==> src/lkv_pkg.sv <==
package lkv_pkg;

    // store geometry
    localparam int CAPACITY = 8;
    localparam int IDX_W    = (CAPACITY > 1) ? $clog2(CAPACITY) : 1;
    localparam int CNT_W    = $clog2(CAPACITY + 1);

    // field widths
    localparam int KEY_W = 32;
    localparam int VAL_W = 32;
    localparam int CFG_W = 4;

    // limit register reset value
    localparam logic [CFG_W-1:0] LIMIT_RESET = 4'd8;

    // command codes
    localparam logic CMD_GET = 1'b0;
    localparam logic CMD_PUT = 1'b1;

    // one stored entry as it moves along the chain
    typedef struct packed {
        logic             valid;
        logic [KEY_W-1:0] key;
        logic [VAL_W-1:0] value;
    } lkv_entry_t;

    // per-cell control
    typedef struct packed {
        logic capture;  // latch the key compare result
        logic load;     // take the entry from the neighbor before it
    } lkv_ctl_t;

endpackage

==> src/lru_key_value_cache_top.sv <==
// Fully associative key-value cache with least-recently-used replacement.
// Input channel s_*: one request per beat, s_tuser = command (get or put),
// s_tdata = lookup_key and write_value. Result channel m_*: one result per
// request, m_tuser = hit, m_tdata = read_value (zero on a miss and on a put).
// Entries sit in a chain of cells ordered by recency, cell 0 the most recent.
// A request runs as follows: on the accepting edge every cell compares its key
// with the request key; once the output register is free, the touched or
// inserted entry moves to cell 0 while the cells in front of it shift back by
// one, and the result is registered. A new request is taken only after this
// compare-then-shift sequence through the cell chain has finished.
// A finished result may wait in the output register while the next request
// is accepted and compared; that request completes only once the output
// register is free, so a stalled receiver holds the block after one request.
// cfg_wr_en / cfg_wr_data set the number of entries held before eviction
// (0 acts as 1, above the capacity acts as the capacity); write only while
// idle. Synchronous reset empties the cache and sets the limit to 8.
module lru_key_value_cache_top (
    input  logic        aclk,
    input  logic        aresetn,
    // config
    input  logic        cfg_wr_en,
    input  logic [3:0]  cfg_wr_data,
    // request channel
    input  logic        s_tvalid,
    output logic        s_tready,
    input  logic [63:0] s_tdata,   // [31:0] lookup_key, [63:32] write_value
    input  logic        s_tuser,   // [0] command
    // result channel
    output logic        m_tvalid,
    input  logic        m_tready,
    output logic [31:0] m_tdata,   // [31:0] read_value
    output logic        m_tuser    // [0] hit
);
    import lkv_pkg::*;

    localparam int WIDE_W = (CNT_W > CFG_W) ? CNT_W : CFG_W;

    logic [CFG_W-1:0] limit_reg, limit_next;
    logic             busy_reg, busy_next;
    logic             req_cmd_reg;
    logic [KEY_W-1:0] req_key_reg;
    logic [VAL_W-1:0] req_val_reg;
    logic [CNT_W-1:0] count_reg, count_next;
    logic             out_valid_reg, out_valid_next;
    logic             out_hit_reg, out_hit_next;
    logic [VAL_W-1:0] out_value_reg, out_value_next;

    logic             accept;
    logic             apply;
    logic             any_hit;
    logic [VAL_W-1:0] hit_value;
    logic [IDX_W-1:0] hit_idx;
    logic [IDX_W-1:0] target;
    logic             full;
    logic             do_shift;
    logic [WIDE_W-1:0] lim_wide;
    logic [CAPACITY-1:0] match_vec;
    logic [CAPACITY-1:0] valid_vec;

    lkv_entry_t entry_chain [CAPACITY+1];
    lkv_ctl_t   cell_ctl    [CAPACITY];

    assign accept   = s_tvalid && s_tready;
    assign s_tready = !busy_reg;
    assign apply    = busy_reg && (!out_valid_reg || m_tready);

    // cell chain
    for (genvar i = 0; i < CAPACITY; i++) begin : g_cell
        localparam logic [IDX_W-1:0] CI = IDX_W'(i);
        assign cell_ctl[i].capture = accept;
        assign cell_ctl[i].load    = apply && do_shift && (CI <= target);
        assign valid_vec[i]        = entry_chain[i+1].valid;

        lkv_cell u_cell (
            .aclk       (aclk),
            .aresetn    (aresetn),
            .cmp_key    (s_tdata[KEY_W-1:0]),
            .ctl        (cell_ctl[i]),
            .prev_entry (entry_chain[i]),
            .entry      (entry_chain[i+1]),
            .match      (match_vec[i])
        );
    end

    // hit detection and value select
    always_comb begin
        any_hit   = 1'b0;
        hit_value = '0;
        hit_idx   = '0;
        for (int i = 0; i < CAPACITY; i++) begin
            if (match_vec[i]) begin
                any_hit   = 1'b1;
                hit_value = hit_value | entry_chain[i+1].value;
                hit_idx   = hit_idx | IDX_W'(i);
            end
        end
    end

    // effective limit and fullness
    always_comb begin
        lim_wide = WIDE_W'(limit_reg);
        if (limit_reg == '0) begin
            lim_wide = WIDE_W'(1);
        end
        if (lim_wide > WIDE_W'(CAPACITY)) begin
            lim_wide = WIDE_W'(CAPACITY);
        end
        full = WIDE_W'(count_reg) >= lim_wide;
    end

    // target cell: the hit, the least recent when full, else the first free
    always_comb begin
        if (any_hit) begin
            target = hit_idx;
        end else if (full) begin
            target = IDX_W'(count_reg - 1'b1);
        end else begin
            target = IDX_W'(count_reg);
        end
        do_shift = any_hit || (req_cmd_reg == CMD_PUT);
    end

    // entry entering the front of the chain
    always_comb begin
        entry_chain[0].valid = 1'b1;
        entry_chain[0].key   = req_key_reg;
        entry_chain[0].value = (req_cmd_reg == CMD_PUT) ? req_val_reg : hit_value;
    end

    // control next state
    always_comb begin
        limit_next     = limit_reg;
        busy_next      = busy_reg;
        count_next     = count_reg;
        out_valid_next = out_valid_reg;
        out_hit_next   = out_hit_reg;
        out_value_next = out_value_reg;
        if (cfg_wr_en) begin
            limit_next = cfg_wr_data;
        end
        if (out_valid_reg && m_tready) begin
            out_valid_next = 1'b0;
        end
        if (accept) begin
            busy_next = 1'b1;
        end
        if (apply) begin
            busy_next      = 1'b0;
            out_valid_next = 1'b1;
            out_hit_next   = any_hit;
            out_value_next = (any_hit && req_cmd_reg == CMD_GET) ? hit_value : '0;
            if (!any_hit && req_cmd_reg == CMD_PUT && !full) begin
                count_next = count_reg + 1'b1;
            end
        end
    end

    always_ff @(posedge aclk) begin
        if (!aresetn) begin
            limit_reg     <= LIMIT_RESET;
            busy_reg      <= 1'b0;
            count_reg     <= '0;
            out_valid_reg <= 1'b0;
        end else begin
            limit_reg     <= limit_next;
            busy_reg      <= busy_next;
            count_reg     <= count_next;
            out_valid_reg <= out_valid_next;
        end
    end

    // request and result payload
    always_ff @(posedge aclk) begin
        if (accept) begin
            req_cmd_reg <= s_tuser;
            req_key_reg <= s_tdata[KEY_W-1:0];
            req_val_reg <= s_tdata[KEY_W+VAL_W-1:KEY_W];
        end
        out_hit_reg   <= out_hit_next;
        out_value_reg <= out_value_next;
    end

    assign m_tvalid = out_valid_reg;
    assign m_tuser  = out_hit_reg;
    assign m_tdata  = out_value_reg;

    // valid cells form a solid run from the front and match the count
    a_valid_run : assert property (@(posedge aclk) disable iff (!aresetn)
        ($countones(valid_vec) == int'(count_reg)) &&
        ((valid_vec & (valid_vec + 1'b1)) == '0))
        else $error("valid cells do not match the fill count");

    // count never passes the capacity
    a_count_max : assert property (@(posedge aclk) disable iff (!aresetn)
        count_reg <= CNT_W'(CAPACITY))
        else $error("fill count above capacity");

    // keys are unique, so at most one cell matches
    a_match_one : assert property (@(posedge aclk) disable iff (!aresetn)
        busy_reg |-> $onehot0(match_vec))
        else $error("more than one cell matched the request key");

    // a put leaves its key in the front cell
    a_put_front : assert property (@(posedge aclk) disable iff (!aresetn)
        (apply && req_cmd_reg == CMD_PUT) |=>
        (entry_chain[1].valid && entry_chain[1].key == $past(req_key_reg)))
        else $error("put key missing from the front cell");

    // a request is finished before the next is taken
    a_one_inflight : assert property (@(posedge aclk) disable iff (!aresetn)
        accept |=> (busy_reg && !s_tready))
        else $error("request taken while another is in flight");

endmodule

==> src/lkv_cell.sv <==
module lkv_cell (
    input  logic                     aclk,
    input  logic                     aresetn,
    input  logic [lkv_pkg::KEY_W-1:0] cmp_key,
    input  lkv_pkg::lkv_ctl_t        ctl,
    input  lkv_pkg::lkv_entry_t      prev_entry,
    output lkv_pkg::lkv_entry_t      entry,
    output logic                     match
);
    import lkv_pkg::*;

    lkv_entry_t entry_reg;
    lkv_entry_t entry_next;
    logic       match_reg;
    logic       match_next;

    // key compare, latched when a request is taken
    always_comb begin
        match_next = match_reg;
        if (ctl.capture) begin
            match_next = entry_reg.valid && (entry_reg.key == cmp_key);
        end
    end

    // shift in the neighbor's entry
    always_comb begin
        entry_next = entry_reg;
        if (ctl.load) begin
            entry_next = prev_entry;
        end
    end

    always_ff @(posedge aclk) begin
        if (!aresetn) begin
            entry_reg.valid <= 1'b0;
            match_reg       <= 1'b0;
        end else begin
            entry_reg <= entry_next;
            match_reg <= match_next;
        end
    end

    assign entry = entry_reg;
    assign match = match_reg;

endmodule
==> config.mk <==
export PLATFORM = sky130hd
export DESIGN_NAME = lru_key_value_cache_top
export DESIGN_NICKNAME = d
export VERILOG_FILES = /design/src/lkv_pkg.sv /design/src/lru_key_value_cache_top.sv /design/src/lkv_cell.sv
export SDC_FILE = /design/constraint.sdc
export NUM_CORES = 1
export LEC_CHECK = 0
export BUFFER_PORTS_ARGS = -buffer_cell sky130_fd_sc_hd__buf_4
export CORE_MARGIN = 2
export CORE_UTILIZATION = 35
export DETAILED_ROUTE_END_ITERATION = 7
export MAX_ROUTING_LAYER = met4
export SETUP_SLACK_MARGIN = 0.1
export SYNTH_ARGS = -nofsm -noshare
export SYNTH_HDL_FRONTEND = slang
export SYNTH_SLANG_ARGS = --single-unit
==> constraint.sdc <==
create_clock -name aclk -period 7.51 [get_ports aclk]
set_input_delay 0.3755 -clock aclk [delete_from_list [all_inputs] [get_ports aclk]]
set_output_delay 0.3755 -clock aclk [all_outputs]
set_load 0.02 [all_outputs]
==> results of run 1 <==
==> cell families (layout without fill, tap and decap cells) <==
kind of cell    Yosys count  after routing  share of synthesized area, %
simple gates            214            214                          5.14
buf+inv                  88            296                          1.40
xor+xnor                259            259                          9.28
other cells               0              1                             0
fa+ha+maj                 6              6                         0.307
mux                      40             40                          1.80
compound gates          164            164                          5.00
flops                   636            636                          77.1
==> area by class of cell <==
type	instances	area [um^2]	share of cell area, %
sequential	636	18800	65.2
inverter	12	46.3	0.160
clock inverter	37	415	1.44
clock buffer	85	1800	6.22
multi-input combinational	683	5310	18.4
timing repair buffer	162	1310	4.52
tap	931	1160	4.03
antenna	1	2.50	0.00866
==> layout by cell type, fill, tap and decap left out, types with 8 or more instances in the layout <==
cell and count:
clkbuf_16 69, a22oi_1 128, mux2i_1 8, clkinv_1 14, nor2_1 17, dlygate4sd3_1 36
a21oi_1 13, clkbuf_1 15, xnor2_1 97, nor4_1 49, xor2_1 162, dfxtp_1 26
nand2_1 21, mux2_2 32, nor2b_1 33, edfxtp_1 610, nand4_1 74, buf_4 126
==> through the flow <==
step                      std cells  area [um^2]  hold WS, ns
after global routing           2547        28900       0.0350
after detailed placement       2388        26300        0.405
after CTS                      2546        28900      0.00170
after floorplan                1407        24400        0.400
after global placement         2388        26300        0.400
final                          2547        28900       0.0397
==> worst paths after layout <==
check	start	endpoint
worst max-delay path	count_reg[0]	g_cell[7].u_cell.entry[25]
worst min-delay path	cfg_wr_en	limit_reg[3]
worst max register to register	count_reg[0]	g_cell[7].u_cell.entry[25]
worst min register to register	req_key_reg[15]	g_cell[0].u_cell.entry[47]
==> metal layers <==
| layer | share of wire (%) | track usage (%) |
|---|---|---|
| met1 | 46 | 21.7 |
| met2 | 45 | 23.1 |
| met3 | 5.7 | 2.69 |
| met4 | 3.2 | 5.95 |
| met5 | 0 | - |
==> power breakdown <==
part | total, mW | internal [mW] | switching [mW] | leakage, nW
Combinational | 0.301 | 0.116 | 0.185 | 2.50
Sequential | 3.95 | 3.93 | 0.0276 | 5.76
Clock | 3.31 | 1.90 | 1.41 | 1.06
Total | 7.57 | 5.95 | 1.62 | 9.32
==> worst max-delay path, stage by stage (launching register included) <==
cell and delay [ns]:
dfxtp_1 0.46, inv_1 0.17, ha_1 0.32, nand2b_4 0.15, a2111oi_2 0.49, o211ai_1 0.19, nand3_1 0.18, nand3_1 0.36
nor2_4 0.82, buf_4 0.55
==> results.toml, run 1 <==
[logic_synthesis]
synth_most_common_cell = "edfxtp_1"
synth_top_area_share_pct = 74.9
syn_nets = 1487
synth_edf_count = 610
yosys.area.top_type = "edfxtp_1"
ys_seq_area_share_pct = 77.1
synth-async-reset-ratio_pct = 0
postSynthAreaPerCell_um2 = 17.4
synth_cell_type_count = 46
yosys-top-cells-area = "edfxtp_1, xor2_1, a22oi_1"
synth_flop_cell = "edfxtp_1"
syn-instance-count = 1407
ys_ff_latch = 636
yosysWarnings = 0
syn_area_um2 = 24400
synth_common_cells = "edfxtp_1, xor2_1, a22oi_1"

[clocking]
cts_tree = "yes"
htreeDepth = 3
hold_buffers = 36
clk_pin_slew_ns = 0.05
cts_made_buffers = 69
clock_latency_ns = 0.63
clock-sinks = 636
clockBufferDepth = 3
clockRootBuffer = "clkbuf_16"
ctsResizeCount = 0
cts_setup_buffers = 0

[sta]
finClkSkew_ns = 0.0393
fin_crit_sh_pct = 54.3
fin_ws_ns = 3.43
setup_viol = 0
setup_tns_ns = 0
period_minus_slack_ns = 4.08
fmax_ghz = 0.245
worst_pin_slew_ns = 1.08
hold_violations = 0
rsz0062_at_grt = "false"
slew_headroom_pct = 28.3
maxSlewViolCount = 0

[pwr]
power.density_nw_per_um2 = 262
total_leakage_power_nw = 9.32
total_power_mw = 7.57
vdd_drop_max_mv = 0.195

[drt]
postRouteAntennaNets = 0
vias = 12700
dr.pass1.iters = 6
via_per_inst = 5.00
drcViolationCount = 0
routed_wl_um = 54500
wl_per_cell_um = 21.4
drtIter0Drc = 1138

[worst_hold_path]
whs_path_depth = 2
hp-class = "in -> reg"

[placed_design]
dp_slack_ns = 3.48
routabilityCongestion = 0.830
dp_hpwl_um = 35700
portBuffers = 108

[final_layout]
largest_reg_flops = 520
nets = 1644
utilization_pct = 42.0
fillers = 6087
area_growth_pct = 18.2
drive_gt1_share_pct = 16.7

[floorplan]
die_y_um = 268
die_width_um = 268
io_pins = 109
num_rows = 96
initial_utilization_pct = 35.5
die_area_um2 = 72000
core_area_um2 = 68800

[global_route]
overflow = 0
grt_antenna_before_repair = 1
grt_pass1_wl_um = 81600
grt_pass1_vias = 13100
grt_usage_pct = 15.7
grt_max_degree = 73

[flow_run]
maxCapViolations = 0

[outcome]
outcome = "finished, final reports clean"

[setup_path]
path_max_fanout = 33
endpoint_kind = "flip-flop"
crit_type = "reg -> reg"
cp.arrival_ns = 4.32
r2r_setup_slack_ns = 3.43
worst_r2r_path_depth = 9
cp-start-kind = "flip-flop"
crit_required_ns = 7.76
(Power assumes the default switching activity.)
==> inputs of run 2 (changes only) <==
==> constraint.sdc (replaced) <==
create_clock -name aclk -period 3.34 [get_ports aclk]
set_input_delay 0.167 -clock aclk [delete_from_list [all_inputs] [get_ports aclk]]
set_output_delay 0.167 -clock aclk [all_outputs]
set_load 0.02 [all_outputs]
==> run 2 against run 1 <==
Clock skew fell by 0.0048 ns. Clock power rose by 120%. Design area rose by 1.9%. Utilization rose by 0.81 points. Cell count rose by 1.8%. Critical path type unchanged. Largest cell class unchanged.
==> results.toml, run 2 (synthesis results as in run 1) <==
[outcome]
outcome = "finished, final reports clean"

[global_route]
grt_pass1_wl_um = 82800
grt_antenna_before_repair = 3
overflow = 0
grt_max_degree = 65
grt_usage_pct = 15.8
grt_pass1_vias = 13100

[pwr]
vdd_drop_max_mv = 0.492
power.density_nw_per_um2 = 570
total_leakage_power_nw = 9.51

[sta]
fin_crit_sh_pct = 91.5
fmax_ghz = 0.327
finClkSkew_ns = 0.0345
fin_ws_ns = 0.285
hold_slack_ns = 0.259
slew_headroom_pct = 59.4
worst_pin_slew_ns = 0.606
setup_viol = 0
period_minus_slack_ns = 3.06
setup_tns_ns = 0
hold_violations = 0
maxSlewViolCount = 0
rsz0062_at_grt = "false"

[clocking]
cts_tree = "yes"
ctsResizeCount = 0
clockBufferDepth = 3
clock-sinks = 636
clock_latency_ns = 0.63
cts_setup_buffers = 0
clk_pin_slew_ns = 0.06
hold_buffers = 76
clockRootBuffer = "clkbuf_16"
cts_made_buffers = 60
htreeDepth = 2

[setup_path]
r2r_setup_slack_ns = 0.28
path_max_fanout = 45
crit_required_ns = 3.63
cp-start-kind = "flip-flop"
rr_startpoint = "limit_reg[1]"
worst_r2r_path_depth = 11
cp.arrival_ns = 3.34
crit_type = "reg -> reg"
endpoint_kind = "flip-flop"
reg2reg_to = "g_cell[3].u_cell.entry[14]"

[worst_hold_path]
hp-class = "in -> reg"
whs_path_depth = 2
hold_end = "req_val_reg[1]"
hold_start = "s_tdata[33]"

[drt]
dr.pass1.iters = 5
wl_met2_um = 25100
wl_met3_um = 3210
wl_per_cell_um = 21.5
postRouteAntennaNets = 0
drcViolationCount = 0
drtIter0Drc = 1073
vias = 12900
routed_wl_um = 55700
drt-met1-wl_um = 25200
top_layer = "met4"
via_per_inst = 4.98

[final_layout]
final_common_cell = "edfxtp_1"
nets = 1689
final_cells = 2594
utilization_pct = 42.8
mostFrequentLayoutCells = "edfxtp_1, xor2_1, buf_4"
fillers = 6036
drive_gt1_share_pct = 17.6
largest_reg_flops = 520
area_growth_pct = 20.4

[placed_design]
dp_hpwl_um = 37500
routabilityCongestion = 0.861
portBuffers = 108
place_inst = 2402
dp_slack_ns = 0.350

[floorplan]
die_area_um2 = 72000
io_pins = 109
initial_utilization_pct = 35.5
num_rows = 96
core_area_um2 = 68800
die_width_um = 268
die_y_um = 268

[flow_run]
maxCapViolations = 0
run 2: cell count changes in the layout (fill, tap and decap cells not counted), moves of 6 or more:
cell	previous run	this run
dlygate4sd3_1	36	76
buf_12	0	9
clkbuf_16	69	61
clkinvlp_4	3	9
run 2: cell type report:
type / count / area [um^2] / area share (%)
timing repair buffer: 216 / 1920 / 6.54
clock inverter: 39 / 508 / 1.73
multi-input combinational: 683 / 5340 / 18.1
tap: 931 / 1160 / 3.96
antenna: 3 / 7.51 / 0.0255
clock buffer: 74 / 1610 / 5.45
sequential: 636 / 18800 / 64.0
inverter: 12 / 53.8 / 0.183
run 2: power by group:
group / switching, mW / internal [mW]
registers: 0.0621 / 8.82
logic: 0.430 / 0.301
clock network: 2.97 / 4.21
total: 3.46 / 13.3
run 2: worst max path at each step:
stage	to	cells past startpoint	slack, ns	startpoint
finish	g_cell[3].u_cell.entry[14]	11	0.28	limit_reg[1]
global route	g_cell[3].u_cell.entry[15]	11	0.15	limit_reg[1]
CTS	g_cell[3].u_cell.entry[14]	11	0.33	limit_reg[1]
detailed placement	g_cell[3].u_cell.entry[36]	11	0.35	limit_reg[1]
global placement	g_cell[3].u_cell.entry[37]	11	0.35	limit_reg[1]
floorplan	g_cell[1].u_cell.entry[0]	10	0.01	limit_reg[1]
run 2: worst max-delay path, stage by stage (launching register included):
cell       delay [ns]
dfxtp_2          0.35
nor2_1           0.05
nor2_1           0.11
nor2_1           0.06
ha_1             0.27
nand2b_4         0.15
a2111o_1         0.48
a2111oi_4        0.36
a211oi_2         0.13
a21oi_1          0.26
and2_4           0.23
buf_12           0.26
run 2: through the flow:
stage                     power (mW)  instance area [um^2]
after floorplan                 9.42                 24500
after global placement          9.71                 26600
after detailed placement        9.72                 26600
after CTS                       17.0                 29400
after global routing            17.3                 29400
final                           16.8                 29400
run 2: metal layers:
layer | global-route usage (%) | up-vias
met3 | 2.57 | 114
met1 | 21.6 | 6466
met2 | 23.6 | 461
li1 | - | 5865
met4 | 6.58 | 0
met5 | - | -
